===== config.mk =====
export PLATFORM = sky130hd
export DESIGN_NAME = ctbl_useq
export DESIGN_NICKNAME = d
export VERILOG_FILES = /design/src/design/ctbl_pkg.sv /design/src/design/ctbl_useq.sv
export SDC_FILE = /design/constraint.sdc
export NUM_CORES = 1
export LEC_CHECK = 0
export ABC_AREA = 1
export BUFFER_PORTS_ARGS = -buffer_cell sky130_fd_sc_hd__buf_2
export CAP_MARGIN = 20
export CORE_MARGIN = 2
export CORE_UTILIZATION = 58
export CTS_BUF_LIST = sky130_fd_sc_hd__clkbuf_16
export DETAILED_ROUTE_END_ITERATION = 10
export GPL_ROUTABILITY_DRIVEN = 0
export MAX_ROUTING_LAYER = met4
export PLACE_DENSITY = 0.9
export SETUP_SLACK_MARGIN = 0.1
export SLEW_MARGIN = 20
export SYNTH_ARGS = -nofsm -noshare
export SYNTH_HDL_FRONTEND = slang
export SYNTH_SLANG_ARGS = --single-unit

===== constraint.sdc =====
create_clock -name clk -period 3.46 [get_ports clk]
set_clock_uncertainty 0.1 [all_clocks]
set_input_delay 1.038 -clock clk [delete_from_list [all_inputs] [get_ports clk]]
set_output_delay 1.038 -clock clk [all_outputs]
set_load 0.05 [all_outputs]

===== src/design/ctbl_pkg.sv =====
// Shared types, micro-op codes and the control-store program for the cursor text buffer.
package ctbl_pkg;

  localparam int POOL_DEPTH_DEF = 1024;
  localparam int UPC_W          = 5;

  typedef enum logic [2:0] {
    CMD_LEFT       = 3'd0,
    CMD_RIGHT      = 3'd1,
    CMD_DELETE     = 3'd2,
    CMD_INSERT     = 3'd3,
    CMD_READ_FIRST = 3'd4,
    CMD_READ_NEXT  = 3'd5
  } ctbl_cmd_t;

  // Datapath micro-ops.
  typedef enum logic [3:0] {
    ACT_NOP,
    ACT_RD_CUR,    // link read at cursor
    ACT_RD_RD,     // link read at read position
    ACT_LATCH,     // capture next/prev links from read data
    ACT_CUR_PRV,
    ACT_CUR_NXT,
    ACT_UNLINK,
    ACT_INS_A,     // fill the fresh node
    ACT_INS_B,     // splice the fresh node in
    ACT_RD_HEAD,
    ACT_RD_ADV,
    ACT_TXT_RD     // character read at read position
  } ctbl_act_t;

  typedef enum logic [2:0] {
    COND_NONE,
    COND_ALWAYS,
    COND_CUR_HEAD,
    COND_NXT_TAIL,
    COND_FULL,
    COND_RD_TAIL
  } ctbl_cond_t;

  typedef enum logic [1:0] {
    EMIT_NONE,
    EMIT_ZERO,
    EMIT_READ,
    EMIT_FULL
  } ctbl_emit_t;

  typedef struct packed {
    ctbl_act_t         act;
    ctbl_cond_t        cond;
    ctbl_emit_t        emit;
    logic [UPC_W-1:0]  target;
  } ctbl_ucw_t;

  typedef struct packed {
    logic cur_head;
    logic nxt_tail;
    logic full;
    logic rd_tail;
  } ctbl_stat_t;

  typedef struct packed {
    logic [2:0] cmd;
    logic [7:0] ch;
  } ctbl_in_t;

  typedef struct packed {
    logic [7:0] out_char;
    logic       out_valid;
    logic       end_of_text;
    logic       pool_full;
  } ctbl_out_t;

  // Control store entry points.
  localparam logic [UPC_W-1:0] UA_ZERO  = 5'd0;
  localparam logic [UPC_W-1:0] UA_FULL  = 5'd1;
  localparam logic [UPC_W-1:0] UA_LEFT  = 5'd2;
  localparam logic [UPC_W-1:0] UA_RIGHT = 5'd5;
  localparam logic [UPC_W-1:0] UA_DEL   = 5'd9;
  localparam logic [UPC_W-1:0] UA_INS   = 5'd12;
  localparam logic [UPC_W-1:0] UA_RDF   = 5'd16;
  localparam logic [UPC_W-1:0] UA_TXT   = 5'd17;
  localparam logic [UPC_W-1:0] UA_RDN   = 5'd19;

  localparam ctbl_ucw_t UCW_IDLE = '{act: ACT_NOP, cond: COND_NONE, emit: EMIT_NONE,
                                     target: UA_ZERO};

  function automatic ctbl_ucw_t ctbl_uw(input ctbl_act_t a, input ctbl_cond_t c,
                                        input ctbl_emit_t e, input logic [UPC_W-1:0] t);
    ctbl_ucw_t w;
    w = '{act: a, cond: c, emit: e, target: t};
    return w;
  endfunction

  function automatic ctbl_ucw_t ctbl_rom(input logic [UPC_W-1:0] a);
    ctbl_ucw_t w;
    unique case (a)
      5'd0:  w = ctbl_uw(ACT_NOP,     COND_NONE,     EMIT_ZERO, UA_ZERO);
      5'd1:  w = ctbl_uw(ACT_NOP,     COND_NONE,     EMIT_FULL, UA_ZERO);
      // left
      5'd2:  w = ctbl_uw(ACT_RD_CUR,  COND_CUR_HEAD, EMIT_NONE, UA_ZERO);
      5'd3:  w = ctbl_uw(ACT_LATCH,   COND_NONE,     EMIT_NONE, UA_ZERO);
      5'd4:  w = ctbl_uw(ACT_CUR_PRV, COND_NONE,     EMIT_ZERO, UA_ZERO);
      // right
      5'd5:  w = ctbl_uw(ACT_RD_CUR,  COND_NONE,     EMIT_NONE, UA_ZERO);
      5'd6:  w = ctbl_uw(ACT_LATCH,   COND_NONE,     EMIT_NONE, UA_ZERO);
      5'd7:  w = ctbl_uw(ACT_NOP,     COND_NXT_TAIL, EMIT_NONE, UA_ZERO);
      5'd8:  w = ctbl_uw(ACT_CUR_NXT, COND_NONE,     EMIT_ZERO, UA_ZERO);
      // delete
      5'd9:  w = ctbl_uw(ACT_RD_CUR,  COND_CUR_HEAD, EMIT_NONE, UA_ZERO);
      5'd10: w = ctbl_uw(ACT_LATCH,   COND_NONE,     EMIT_NONE, UA_ZERO);
      5'd11: w = ctbl_uw(ACT_UNLINK,  COND_NONE,     EMIT_ZERO, UA_ZERO);
      // insert
      5'd12: w = ctbl_uw(ACT_RD_CUR,  COND_FULL,     EMIT_NONE, UA_FULL);
      5'd13: w = ctbl_uw(ACT_LATCH,   COND_NONE,     EMIT_NONE, UA_ZERO);
      5'd14: w = ctbl_uw(ACT_INS_A,   COND_NONE,     EMIT_NONE, UA_ZERO);
      5'd15: w = ctbl_uw(ACT_INS_B,   COND_NONE,     EMIT_ZERO, UA_ZERO);
      // read first, shared text fetch tail
      5'd16: w = ctbl_uw(ACT_RD_HEAD, COND_NONE,     EMIT_NONE, UA_ZERO);
      5'd17: w = ctbl_uw(ACT_TXT_RD,  COND_NONE,     EMIT_NONE, UA_ZERO);
      5'd18: w = ctbl_uw(ACT_NOP,     COND_NONE,     EMIT_READ, UA_ZERO);
      // read next
      5'd19: w = ctbl_uw(ACT_RD_RD,   COND_RD_TAIL,  EMIT_NONE, UA_TXT);
      5'd20: w = ctbl_uw(ACT_LATCH,   COND_NONE,     EMIT_NONE, UA_ZERO);
      5'd21: w = ctbl_uw(ACT_RD_ADV,  COND_ALWAYS,   EMIT_NONE, UA_TXT);
      default: w = ctbl_uw(ACT_NOP,   COND_NONE,     EMIT_ZERO, UA_ZERO);
    endcase
    return w;
  endfunction

  function automatic logic [UPC_W-1:0] ctbl_dispatch(input logic [2:0] cmd);
    logic [UPC_W-1:0] a;
    unique case (cmd)
      CMD_LEFT:       a = UA_LEFT;
      CMD_RIGHT:      a = UA_RIGHT;
      CMD_DELETE:     a = UA_DEL;
      CMD_INSERT:     a = UA_INS;
      CMD_READ_FIRST: a = UA_RDF;
      CMD_READ_NEXT:  a = UA_RDN;
      default:        a = UA_ZERO;
    endcase
    return a;
  endfunction

endpackage


===== src/design/ctbl_useq.sv =====
// Microcode sequencer: step counter, control store fetch and conditional jumps.
module ctbl_useq
  import ctbl_pkg::*;
(
  input  logic       clk,
  input  logic       rst_n,
  input  logic       start,
  input  logic [2:0] cmd,
  input  ctbl_stat_t stat,
  output ctbl_ucw_t  ctl,
  output logic       busy
);

  logic             run_r, run_nxt;
  logic [UPC_W-1:0] upc_r, upc_nxt;
  ctbl_ucw_t        ucw;
  logic             hit;

  assign ucw  = ctbl_rom(upc_r);
  assign ctl  = run_r ? ucw : UCW_IDLE;
  assign busy = run_r;

  always_comb begin
    unique case (ucw.cond)
      COND_NONE:     hit = 1'b0;
      COND_ALWAYS:   hit = 1'b1;
      COND_CUR_HEAD: hit = stat.cur_head;
      COND_NXT_TAIL: hit = stat.nxt_tail;
      COND_FULL:     hit = stat.full;
      COND_RD_TAIL:  hit = stat.rd_tail;
      default:       hit = 1'b0;
    endcase
  end

  always_comb begin
    run_nxt = run_r;
    upc_nxt = upc_r;
    if (!run_r) begin
      if (start) begin
        run_nxt = 1'b1;
        upc_nxt = ctbl_dispatch(cmd);
      end
    end else if (ucw.emit != EMIT_NONE) begin
      run_nxt = 1'b0;
    end else if (hit) begin
      upc_nxt = ucw.target;
    end else begin
      upc_nxt = upc_r + UPC_W'(1);
    end
  end

  always_ff @(posedge clk) begin
    if (!rst_n) begin
      run_r <= 1'b0;
      upc_r <= UA_ZERO;
    end else begin
      run_r <= run_nxt;
      upc_r <= upc_nxt;
    end
  end

  a_start_runs: assert property (@(posedge clk) disable iff (!rst_n)
    (start && !run_r) |=> run_r)
    else $error("accepted command did not start the sequencer");

  a_emit_ends: assert property (@(posedge clk) disable iff (!rst_n)
    (run_r && ucw.emit != EMIT_NONE) |=> !run_r)
    else $error("sequencer kept running after its result step");

endmodule


* Yosys cells after proc, flatten, opt, wreduce, memory -nomap -nowiden
Memories as Yosys holds them, arrays and structs flattened. A register that Yosys moved wholly into a read port is not among the register bits.
Index checks and enable logic that the tools add are counted.
** Storage, ports and cells
- Logic and storage cells :: 31
- Bits in read-only memories :: 352
- Input bits :: 10
- Bits in registers :: 6
- Memories :: 1
** Operators by class
- Mux-type cells :: 12
- Equal/unequal tests :: 11
- Reductions and logical operators :: 4
- $add $sub $neg :: 1
** Memories
- (no name shown) :: words 32, bits a word 11, rd ports 1, clocked after Yosys merged registers in 1, wr ports 0, RTL line ctbl_pkg.sv:97 : unique case (a)
** Operator list (count)
- two-way mux 5 bit :: 6
- one-hot mux 5 bit (6 select lines) :: 1
- two-way mux 14 bit :: 1
- equality test 3 x 2 -> 1 bit, second input constant :: 4
- equality test 3 bit, second input constant :: 4
- equality test 3 x 1 -> 1 bit, second input constant :: 2
- adder 5 x 1 -> 5 bit, second input constant :: 1
- one-hot mux 1 bit (5 select lines) :: 1
- nonzero test 2 bit :: 2
- logical NOT 3 bit :: 1
- two-way mux 1 bit :: 3
- != test 2 bit, second input constant :: 1
- AND reduction 2 bit :: 1

* Logic depth before layout (Yosys ltp)
- Depth after elaboration :: 7
- Gate-level depth with buffers :: 15
- Depth with buffers taken out :: 15

* Least setup slack after synthesis
OpenSTA, ideal clock, no wires.
- Path kind :: register -> output
- From :: register run_r, in the netlist busy
- To :: output ctl[7] in the netlist's numbering
- Stages on the path, launching flop included :: 5
- Arrival :: 1518 ps
- Required time :: 2322 ps
- Path slack :: 804 ps
- Buffers on the path :: 2
- Cells stage by stage :: dfxtp_1 -> buf_6 -> clkbuf_1 -> nand2_1 -> inv_1
** RTL lines
- from (decl) :: RTL line ctbl_useq.sv:14 : logic run_r, run_nxt;
- from (signal assigned) :: RTL line ctbl_useq.sv:57 : run_r <= run_nxt;
- to (decl) :: RTL line ctbl_useq.sv:10 : output ctbl_ucw_t ctl,

==> impl_metrics.py <==
metrics = {
    "yosys": {
        "synth_compound_area_share_pct": 8.78,
        "synthXorXnorAreaFrac_pct": 2.05,
        "ys_seq_area_share_pct": 26.5,
        "netlist_instances": 186,
        "ys_types": 28,
        "yosysWarnings": 0,
        "yosys.area_share.adder_pct": 5.85,
        "synthSimpleGateAreaFrac_pct": 42.3,
        "yosys_register_bits": 17,
        "synth_area_um2": 1280,
        "synth_top_family_by_area": "simple AND/OR/NAND/NOR gates",
        "avgSynthCellArea_um2": 6.90,
        "synth_mux_area_share_pct": 0,
    },
    "critical_path": {
        "worst-endpoint-arrival_ns": 1.48,
        "critPathCaptureType": "primary output",
        "crit_type": "reg -> out",
        "crit_chain": "buf_4 -> nand2_4 -> inv_2 -> buf_2",
        "crit_path_start_kind": "flop",
        "cpPeakStageDelay_ns": 0.59,
        "cp_max_fo": 12,
        "cp_slowest_cell": "dfxtp_1",
        "required_ns": 2.32,
    },
    "place": {
        "hpwl_um": 2100,
        "placedCellCount": 232,
        "dpl_worst_slack_ns": 0.686,
        "port_buffers": 21,
    },
    "global_route": {
        "grt_max_degree": 14,
        "grt_pass1_wl_um": 4600,
        "first_global_vias": 1124,
        "grt.total_usage_pct": 24.4,
        "grt_remaining_overflow": 0,
        "antenna_found_initial": 0,
    },
    "power_and_ir_drop": {
        "power.density_nw_per_um2": 557,
        "cellLeakagePower_nw": 0.837,
        "p_total_uw": 818,
        "ir_drop_mv": 0.290,
    },
    "timing": {
        "final_max_slew_viol_count": 0,
        "rsz0062_at_grt": "false",
        "finalHoldViolCount": 0,
        "fmax_mhz": 382,
        "layout_worst_path_cycle_share_pct": 75.7,
        "fin_ws_ns": 0.842,
        "min_period_ns": 2.62,
        "setup-tns-final_ns": 0,
        "setup_viol": 0,
    },
    "clocking": {
        "clk_pin_slew_ns": 0.05,
        "cts_buffer_depth": 2,
        "cts_tree": "done",
        "htreeDepth": 1,
        "ctsResizeCount": 0,
        "cts_hold_buf": 0,
        "clock_latency_ns": 0.25,
        "cts_buffers": 3,
        "post_cts_buffers": 0,
        "root_buffer": "clkbuf_16",
        "cts_sinks": 17,
    },
    "floorplan": {
        "start_util_pct": 59.7,
        "core_area_um2": 2150,
        "io_pins": 25,
        "row_count": 17,
        "die_x_um": 51.0,
        "dieArea_um2": 2600,
        "die_y_um": 51.0,
    },
    "layout": {
        "fin_cells": 236,
        "area_delta_synth_final_pct": 14.5,
        "fin_nets": 225,
        "layout-drive-gt1-share_pct": 28.8,
        "post-route-util_pct": 68.4,
        "num_antenna_cells": 0,
    },
    "status": {
        "status": "finished clean",
    },
    "detailed_routing": {
        "vias": 1208,
        "wl_per_cell_um": 11.3,
        "drt_first_pass_iters": 4,
        "ant_nets": 0,
        "drtIter0Drc": 52,
        "routed_wl_um": 2670,
        "via_per_inst": 5.12,
        "post-route-drc-count": 0,
    },
    "hold_path": {
        "hold_class": "reg -> reg",
    },
    "run": {
        "drv_cap": 0,
    },
}
routing by layer:
layer | vias to the layer above | track usage [%] | part of all wire (%)
met4 | 0 | 13.1 | 2.7
met2 | 52 | 42.2 | 50
li1 | 610 | - | -
met3 | 9 | 1.75 | 7.0
met1 | 537 | 28.1 | 41
met5 | - | - | 0
cells by family (layout without fill, tap and decap cells):
group | Yosys count | after routing
simple gates | 104 | 104
other cells | 1 | 3
compound gates | 15 | 15
fa+ha+maj | 6 | 6
flops | 17 | 17
buf+inv | 40 | 60
xor+xnor | 3 | 3
path summary, 6_finish.rpt:
kind | startpoint | end | cells past startpoint | slack [ns]
setup reg to reg | busy | ucw[0] | 12 | 1.11
setup / recovery | busy | ctl[5] | 4 | 0.84
hold reg to reg | upc_r[0] | upc_r[0] | 2 | 0.44
hold / removal | upc_r[0] | upc_r[0] | 2 | 0.44
registers in the layout (all words and copies together) (netlist names):
| register | flops |
|---|---|
| busy | 1 |
| ucw | 11 |
| upc_r | 5 |
layout make-up:
| type | instances | area [um^2] |
|---|---|---|
| Tap cell | 28 | 35.0 |
| Sequential cell | 17 | 340 |
| Timing Repair Buffer | 22 | 113 |
| Clock buffer | 3 | 75.1 |
| Clock inverter | 1 | 5.00 |
| Multi-Input combinational cell | 131 | 768 |
| Fill cell | 187 | 679 |
| Inverter | 34 | 133 |
cells in the mapped netlist:
| library cell | count | area share (%) |
|---|---|---|
| nand2_1 | 51 | 15 |
| inv_1 | 26 | 7.6 |
| nand3_1 | 25 | 9.8 |
| dfxtp_1 | 17 | 27 |
| nand2_4 | 7 | 6.1 |
| nor2_1 | 7 | 2.0 |
| ha_1 | 6 | 5.9 |
| inv_2 | 6 | 1.8 |
| nand2_2 | 4 | 2.0 |
| nand3_2 | 4 | 3.1 |
| a21oi_1 | 3 | 1.2 |
| a21oi_2 | 3 | 2.0 |
| buf_4 | 3 | 1.8 |
| o21ai_0 | 3 | 1.2 |
| xor2_1 | 3 | 2.0 |
| buf_6 | 2 | 1.8 |
| inv_4 | 2 | 0.98 |
| nor2_2 | 2 | 0.98 |
| o21ai_1 | 2 | 0.78 |
| o21ai_2 | 2 | 1.4 |
| clkbuf_1 | 1 | 0.29 |
| conb_1 | 1 | 0.29 |
| nand4_1 | 1 | 0.49 |
| nor2_4 | 1 | 0.88 |
| nor2_8 | 1 | 1.6 |
| o211ai_2 | 1 | 0.98 |
| o21ai_4 | 1 | 1.3 |
| or2_1 | 1 | 0.49 |
placed cells by master, fill, tap and decap left out, types with 2 or more instances in the layout:
cell type  instances
nand2_1           51
inv_1             26
nand3_1           25
buf_2             21
dfxtp_1           17
nand2_4            7
nor2_1             7
inv_2              6
ha_1               6
nand3_2            4
nand2_2            4
a21oi_2            3
a21oi_1            3
o21ai_0            3
xor2_1             3
conb_1             3
clkbuf_16          3
inv_4              2
o21ai_2            2
nor2_2             2
o21ai_1            2
per-stage QoR:
step                      cell area, um^2  hold slack [ns]
final                                1470            0.442
after global routing                 1470            0.454
after CTS                            1470            0.433
after detailed placement             1390            0.423
after global placement               1390            0.420
after floorplan                      1290            0.401
critical path, delay by kind of cell (launching register included):
family,cells,cell delay (ns)
flops,1,0.59
buf+inv,3,0.59
simple gates,1,0.05
power by group:
part | internal, mW | switching (mW)
registers | 0.233 | 0.0266
clock network | 0.155 | 0.0768
logic | 0.0983 | 0.229
Power figures use the tool's default switching activity.
